**src/hw/rtl/i2cts_pkg.sv**
```systemverilog
`timescale 1ns / 1ps

package i2cts_pkg;

   // request codes
   localparam logic [1:0] ACT_START = 2'd0;
   localparam logic [1:0] ACT_EVENT = 2'd1;
   localparam logic [1:0] ACT_WRITE = 2'd2;
   localparam logic [1:0] ACT_READ  = 2'd3;

   // buffer select codes
   localparam logic BUF_MASTER = 1'b0;
   localparam logic BUF_SLAVE  = 1'b1;

   // controller event flag positions
   localparam int EV_SB    = 0;
   localparam int EV_ADDR  = 1;
   localparam int EV_TRA   = 2;
   localparam int EV_TXE   = 3;
   localparam int EV_RXNE  = 4;
   localparam int EV_STOPF = 5;
   localparam int EV_MSL   = 6;

   // acknowledge enable levels
   localparam logic ACK_ON  = 1'b1;
   localparam logic ACK_OFF = 1'b0;

   localparam int SLAVE_LENGTH_W = 9;

   typedef logic [SLAVE_LENGTH_W-1:0] csr_type;

   typedef struct packed {
      logic [1:0] action;
      logic       read_not_write;
      logic [6:0] slave_address;
      logic [7:0] byte_count;
      logic [6:0] event_flags;
      logic [4:0] error_flags;
      logic [7:0] data_byte;
      logic       buffer_select;
      logic [7:0] entry_index;
   } req_type;

   typedef struct packed {
      logic       dr_write;
      logic [7:0] dr_value;
      logic       ack_level;
      logic       start_request;
      logic       stop_request;
      logic       tx_done;
      logic       rx_done;
      logic       error_valid;
      logic [4:0] error_bits;
      logic       stop_flag_clear;
      logic       idle;
      logic [7:0] read_data;
   } rsp_type;

   typedef struct packed {
      logic       master_active;
      logic       idle;
      logic       direction;
      logic [6:0] target_address;
      logic [7:0] transfer_length;
      logic [7:0] position;
      logic       ack;
   } state_type;

   // buffer access control from the step logic
   typedef struct packed {
      logic       wr_en;
      logic       wr_sel;
      logic [7:0] wr_addr;
      logic [7:0] wr_data;
      logic [7:0] rd_addr;
      logic       rd_sel;
      logic       dr_from_mem;
      logic       rd_from_mem;
   } mem_ctl_type;

endpackage

```
**src/hw/rtl/i2cts_step.sv**
```systemverilog
`timescale 1ns / 1ps

module i2cts_step
   import i2cts_pkg::*;
(
   input  state_type   cur,
   input  req_type     req,
   input  csr_type     slave_length,
   output state_type   nxt,
   output rsp_type     res,
   output mem_ctl_type mem
);
   logic [7:0] pos_inc;
   logic [7:0] len_dec;
   logic [6:0] ev;

   assign pos_inc = 8'(cur.position + 8'd1);
   assign len_dec = 8'(cur.transfer_length - 8'd1);
   assign ev      = req.event_flags;

   // next state and result for one request
   always_comb begin
      nxt = cur;
      res = '0;
      mem = '0;
      mem.wr_addr = req.entry_index;
      mem.wr_data = req.data_byte;
      mem.rd_addr = req.entry_index;
      mem.wr_sel  = req.buffer_select;
      mem.rd_sel  = req.buffer_select;

      case (req.action)
         ACT_START: begin
            if (cur.idle) begin
               nxt.idle            = 1'b0;
               nxt.direction       = req.read_not_write;
               nxt.target_address  = req.slave_address;
               nxt.transfer_length = req.byte_count;
               nxt.position        = '0;
               nxt.master_active   = 1'b1;
               nxt.ack             = ACK_ON;
               res.start_request   = 1'b1;
            end
         end
         ACT_EVENT: begin
            if (cur.master_active) begin
               // bus master sequencing
               if (ev[EV_SB]) begin
                  res.dr_write = 1'b1;
                  res.dr_value = {cur.target_address, cur.direction};
               end else if (ev[EV_ADDR]) begin
                  nxt.position = '0;
               end else if (ev[EV_TRA]) begin
                  if (ev[EV_TXE]) begin
                     res.dr_write    = 1'b1;
                     mem.rd_addr     = cur.position;
                     mem.rd_sel      = BUF_MASTER;
                     mem.dr_from_mem = 1'b1;
                     nxt.position    = pos_inc;
                     if (pos_inc == cur.transfer_length) begin
                        res.stop_request = 1'b1;
                        res.tx_done      = 1'b1;
                        nxt.idle         = 1'b1;
                     end
                  end else begin
                     nxt.idle = 1'b1;
                  end
               end else begin
                  if (ev[EV_RXNE]) begin
                     if (cur.position < cur.transfer_length) begin
                        mem.wr_en   = 1'b1;
                        mem.wr_sel  = BUF_MASTER;
                        mem.wr_addr = cur.position;
                        mem.wr_data = req.data_byte;
                     end
                     if (cur.transfer_length != 8'd0 && cur.position == len_dec) begin
                        nxt.ack          = ACK_OFF;
                        res.stop_request = 1'b1;
                        res.rx_done      = 1'b1;
                        nxt.idle         = 1'b1;
                     end else if (cur.position >= cur.transfer_length) begin
                        nxt.master_active = 1'b0;
                        nxt.ack           = ACK_ON;
                        nxt.idle          = 1'b1;
                     end
                     nxt.position = pos_inc;
                  end else begin
                     nxt.idle = 1'b1;
                  end
               end
            end else begin
               // addressed slave
               if (ev[EV_ADDR]) begin
                  nxt.ack      = ACK_ON;
                  nxt.position = '0;
               end else if (ev[EV_RXNE]) begin
                  if ({1'b0, cur.position} < slave_length) begin
                     mem.wr_en    = 1'b1;
                     mem.wr_sel   = BUF_SLAVE;
                     mem.wr_addr  = cur.position;
                     mem.wr_data  = req.data_byte;
                     nxt.position = pos_inc;
                  end
                  nxt.ack = ACK_ON;
               end else if (ev[EV_TXE]) begin
                  res.dr_write = 1'b1;
                  if ({1'b0, cur.position} < slave_length) begin
                     mem.rd_addr     = cur.position;
                     mem.rd_sel      = BUF_SLAVE;
                     mem.dr_from_mem = 1'b1;
                     nxt.position    = pos_inc;
                  end
               end
            end

            // error report, stop while bus master
            if (req.error_flags != 5'd0) begin
               res.error_valid = 1'b1;
               res.error_bits  = req.error_flags;
               if (ev[EV_MSL]) begin
                  res.stop_request = 1'b1;
               end
            end
            // stop seen: stop flag clear requested, ack drops with it
            if (ev[EV_STOPF]) begin
               res.stop_flag_clear = 1'b1;
               nxt.ack             = ACK_OFF;
            end
         end
         ACT_WRITE: begin
            mem.wr_en = 1'b1;
         end
         default: begin
            mem.rd_from_mem = 1'b1;
         end
      endcase

      res.ack_level = nxt.ack;
      res.idle      = nxt.idle;
   end
endmodule

```
**config.mk**
```make
export PLATFORM = sky130hd
export DESIGN_NAME = i2cts_step
export DESIGN_NICKNAME = d
export VERILOG_FILES = /design/src/hw/rtl/i2cts_pkg.sv /design/src/hw/rtl/i2cts_step.sv
export SDC_FILE = /design/constraint.sdc
export NUM_CORES = 1
export LEC_CHECK = 0
export BUFFER_PORTS_ARGS = -buffer_cell sky130_fd_sc_hd__buf_2
export CAP_MARGIN = 30
export CORE_MARGIN = 2
export CORE_UTILIZATION = 44
export DETAILED_ROUTE_END_ITERATION = 10
export GPL_TIMING_DRIVEN = 0
export PLACE_DENSITY = 0.95
export SETUP_SLACK_MARGIN = 0.05
export SYNTH_ARGS = -nofsm -noshare
export SYNTH_HDL_FRONTEND = slang
export SYNTH_SLANG_ARGS = --single-unit
```
**constraint.sdc**
```tcl
create_clock -name vclk -period 3.3
set_clock_uncertainty 0.15 [all_clocks]
set_input_delay 0.66 -clock vclk [all_inputs]
set_output_delay 0.66 -clock vclk [all_outputs]
set_load 0.01 [all_outputs]
```
Word level (Yosys, flattened, before mapping). Cells that the tools add are included. Widths: inputs -> output; s select.

$add $sub $neg: 2. $lt $le $gt $ge: 3. Equal/unequal tests: 4. Multiplexer cells: 76. Reductions and logical operators: 5.

Operator list (count): $mux 28 (4); $mux 18 (5); $mux 8 (8); $mux 10 (6); $mux 27 (2); $mux 9 (5); $mux 1 (32); $pmux 9 s2 (1); $eq 8x8->1 (2); $mux 16 (1); $mux 2 (6); $lt 8x9->1 (1); $mux 3 (3); $add 8x1->8 const B (1); $ge 8x8->1 (1); $lt 8x8->1 (1); $reduce_bool 8->1 (1); $sub 8x1->8 const B (1); $mux 6 (1); $reduce_bool 5->1 (1); $pmux 2 s2 (1); $reduce_or 3->1 (1); $eq 2x1->1 const B (1); $eq 2x2->1 const B (1); 3 further kinds (3).

Register bits: 0. Input bits: 83. Output and inout bits: 86. Word-level logic and storage cells: 90.

Logic depth before layout (Yosys ltp).
Depth after elaboration: 12. Depth in mapped cells: 9. Mapped depth without buffers: 8.

Worst setup path after synthesis. OpenSTA, ideal clock, no wires.

Path type: input-to-output. Start point: in cur[14] (netlist name). End point: out res[8] (netlist name). Data arrival time: 2469 ps. Required time: 2490 ps. Setup slack: 21 ps. Stages on the path: 9. Path buffers: 1. Cells stage by stage: inv_1 > ha_1 > a21oi_1 > o21ai_0 > or2_2 > or4b_2 > nor3_1 > a31oi_1 > buf_4.

RTL lines: start: declaration (RTL line i2cts_step.sv:6) `input state_type cur,`; end: declaration (RTL line i2cts_step.sv:10) `output rsp_type res,`.

==> impl_summary.log <==
[metrics] count of distinct cell types in the synthesized netlist: 60
[metrics] YS warnings: 0
[metrics] top-area cell type share of the netlist area: 11.70%
[metrics] Seq cells: 0
[metrics] violations in the final reports: setup timing
[metrics] maximum clock frequency: 290.5 MHz
[metrics] post-synthesis sequential area ratio: 0%
[metrics] number of clock-tree buffers in the layout: 0
[metrics] Reg area: 0 um2
[metrics] final critical-path required period: ~3.4 ns
[metrics] cell repeated most along the worst path: mux2_4
[metrics] number of vias after detailed routing: 3511
[metrics] Final ANT Viol Nets: 0
[metrics] synth top area cells: ha_1, mux2_2, buf_4
[metrics] peak fanout along the critical path: 6
[metrics] Core Area: 5140 um2
[metrics] worst endpoint required time: 2.49 ns
[metrics] buffers plus inverters on the worst setup path: 3
[metrics] leakage power total: 0.001989 uW
[metrics] chain of cells forming the critical path: buf_12 > inv_6 > ha_4 > a21oi_4 > o21ai_2 > or2_4 > a211o_1 > mux2_4 > mux2_4 > buf_6
[metrics] dominant delay contributor by cell family on the critical path: multiplexers
[metrics] delay of the slowest cell on the worst path: ~0.36 ns
[metrics] count of buffers from port buffering: 148
[metrics] signal arrival time at the worst endpoint: approximately 2.6 ns
[metrics] library cell with the largest summed area after synthesis: ha_1
[metrics] area of the multi-input gates: 2520 um2
[metrics] crit path max-delay cell type: mux2_4
[metrics] category of the most critical setup path: in2out
[metrics] gate count of the mapped netlist: 349
[metrics] Layout Cell Area excl Fill: a little over 4000 um2
[metrics] Avg Synthesized Cell Area: 6.740 um2
[metrics] Post-Place Cell Area: 3222 um2
[metrics] Initial Utilization: 45.76%
[metrics] GRT Util Overall: between 20% and 30%
[metrics] diodes inserted: 0
[metrics] worst vdd rail ir drop: approximately 0.10 mV
[metrics] pin count of the biggest net entering global routing: 11
[metrics] Netlist Area Pre-Place: around 2400 um2
[metrics] Detailed Route Iter0 Violations: 321
[metrics] startpoint kind of the worst setup timing path: input port
[metrics] headroom to the max-slew limit: roughly two thirds
[metrics] total power per unit cell area: 140.3 nW/um2
[metrics] die height: 77.12 um
[metrics] most frequent standard cell in the layout excluding fill and tap cells: buf_2
[metrics] worst-margin pin slew: 0.4885 ns
[metrics] vias in the first global route: 3297
[metrics] number of optimization iterations in the first detailed-route pass: 5
[metrics] share of post-route cells with drive strength above 1: 56.62%
[metrics] final hold violations: 0
[metrics] outcome: finished with violations
[metrics] FP Rows: 26
[metrics] count of unresolved DRC violations after routing: 0
[metrics] Area growth, synth to finish: 75.59%
[metrics] total wire length: 10.50 mm
[metrics] wire per inst: 17.76 um
[metrics] Placed Cells: 574
[metrics] total global routing overflow: 0
[metrics] hold slack: 1.354 ns
[metrics] most frequent cells in the layout: buf_2, buf_4, nand2_1
[metrics] ratio of final minimum period to clock period: 104.3%
[metrics] global-route wire length before repair: 15.15 mm
[metrics] final setup violation count: 19
[metrics] crit end category: output port
[metrics] filler-free cell count of the finished design: 591
[metrics] setup ws final: -0.1429 ns
[metrics] detailed placement HPWL: 6.991 mm
[metrics] overall die area: 5947 um2
[metrics] maxcap violations: 0
[metrics] Layout fillers: about 320
[metrics] final weighted congestion of routability-driven global placement: 0.9502
[metrics] final number of max-transition violations: 0
[metrics] Util after Layout: 80.36%
[metrics] floorplan die width: approximately 77 um
[metrics] number of antenna violations at the first check in global routing: 0
[metrics] Final Net Count: 628
[metrics] unrepaired setup endpoints after global routing: yes
[metrics] number of top-level design ports: 169
[metrics] path category of the worst min-delay check: in2out
[metrics] via density per instance: 5.941
==> through the flow <==
step / setup TNS [ns] / total power (uW) / setup slack [ns]
final: -1.601 / 579.6 / -0.1429
after global routing: -2.181 / 617.6 / -0.1933
after CTS: -0.7198 / 512.1 / -0.1076
after detailed placement: -10.43 / 407.9 / -0.5406
after global placement: -9.676 / 397.4 / -0.4698
after floorplan: 0 / 251.8 / 0.06817
==> area by class of cell <==
| class | count | share of cell area (%) |
|---|---|---|
| timing repair buffer | 166 | 27.39 |
| buffer | 37 | 6.453 |
| tap | 70 | 2.121 |
| multi-input combinational | 290 | 61.01 |
| inverter | 28 | 3.029 |
==> per-layer routing <==
| layer | global-route usage (%) | vias to the layer above | wire [um] |
|---|---|---|---|
| li1 | - | 1583 | - |
| met2 | 57.28 | 265 | 5400 |
| met3 | 2.353 | 53 | 865 |
| met4 | 8.750 | 0 | 480 |
| met5 | 0 | - | 0 |
| met1 | 35.12 | 1610 | 3751 |
==> worst paths after layout <==
path / from / end / slack, ns / cells past startpoint
hold / removal: req[15] / mem[17] / 1.35 / 2
setup / recovery: cur[16] / mem[20] / -0.14 / 10
==> synth_stat cells (2+ instances only) <==
cell and count:
o221a_2 2, and2_1 15, nand2b_1 5, a211oi_1 5
xnor2_1 6, ha_1 22, o221ai_1 3, buf_4 18
or4_1 2, nor2b_1 2, nand4_1 2, or3_1 3
clkbuf_1 12, nor3b_1 2, mux2i_1 2, xor2_1 7
nand2_1 32, a311oi_1 2, o211ai_1 5, nor2_1 22
inv_1 27, or4b_1 2, a31oi_1 4, buf_2 7
a21oi_1 24, o31ai_1 3, and3_1 7, mux2_2 17
nor4b_1 3, nor3_1 12, o21ai_0 27, a21o_1 2
o21bai_1 3, nand3_1 8, mux2_4 9
==> cell families (layout without fill, tap and decap cells) <==
logic type | Yosys count | in the layout | share of synthesized area (%)
AND/OR/NAND/NOR | 123 | 123 | 27.61
other | 1 | 8 | 0.1594
AO/OA/AOI/OAI | 95 | 95 | 26.65
buffers and inverters | 67 | 231 | 14.31
XOR/XNOR | 13 | 13 | 4.840
multiplexers | 28 | 29 | 14.73
adder cells (fa/ha/maj) | 22 | 22 | 11.70
==> report_power, final <==
group          switching, uW  internal [uW]
Clock                      0              0
Combinational            292            288
Sequential                 0              0
Total                    292            288
==> timing repair <==
item	CTS	global route
setup buffers	12	6
pin swaps	25	25
gates resized for setup	114	62
cloned	1	0
setup endpoints to repair	41	38
hold buffers	0	0
Power figures use the tool's default switching activity.
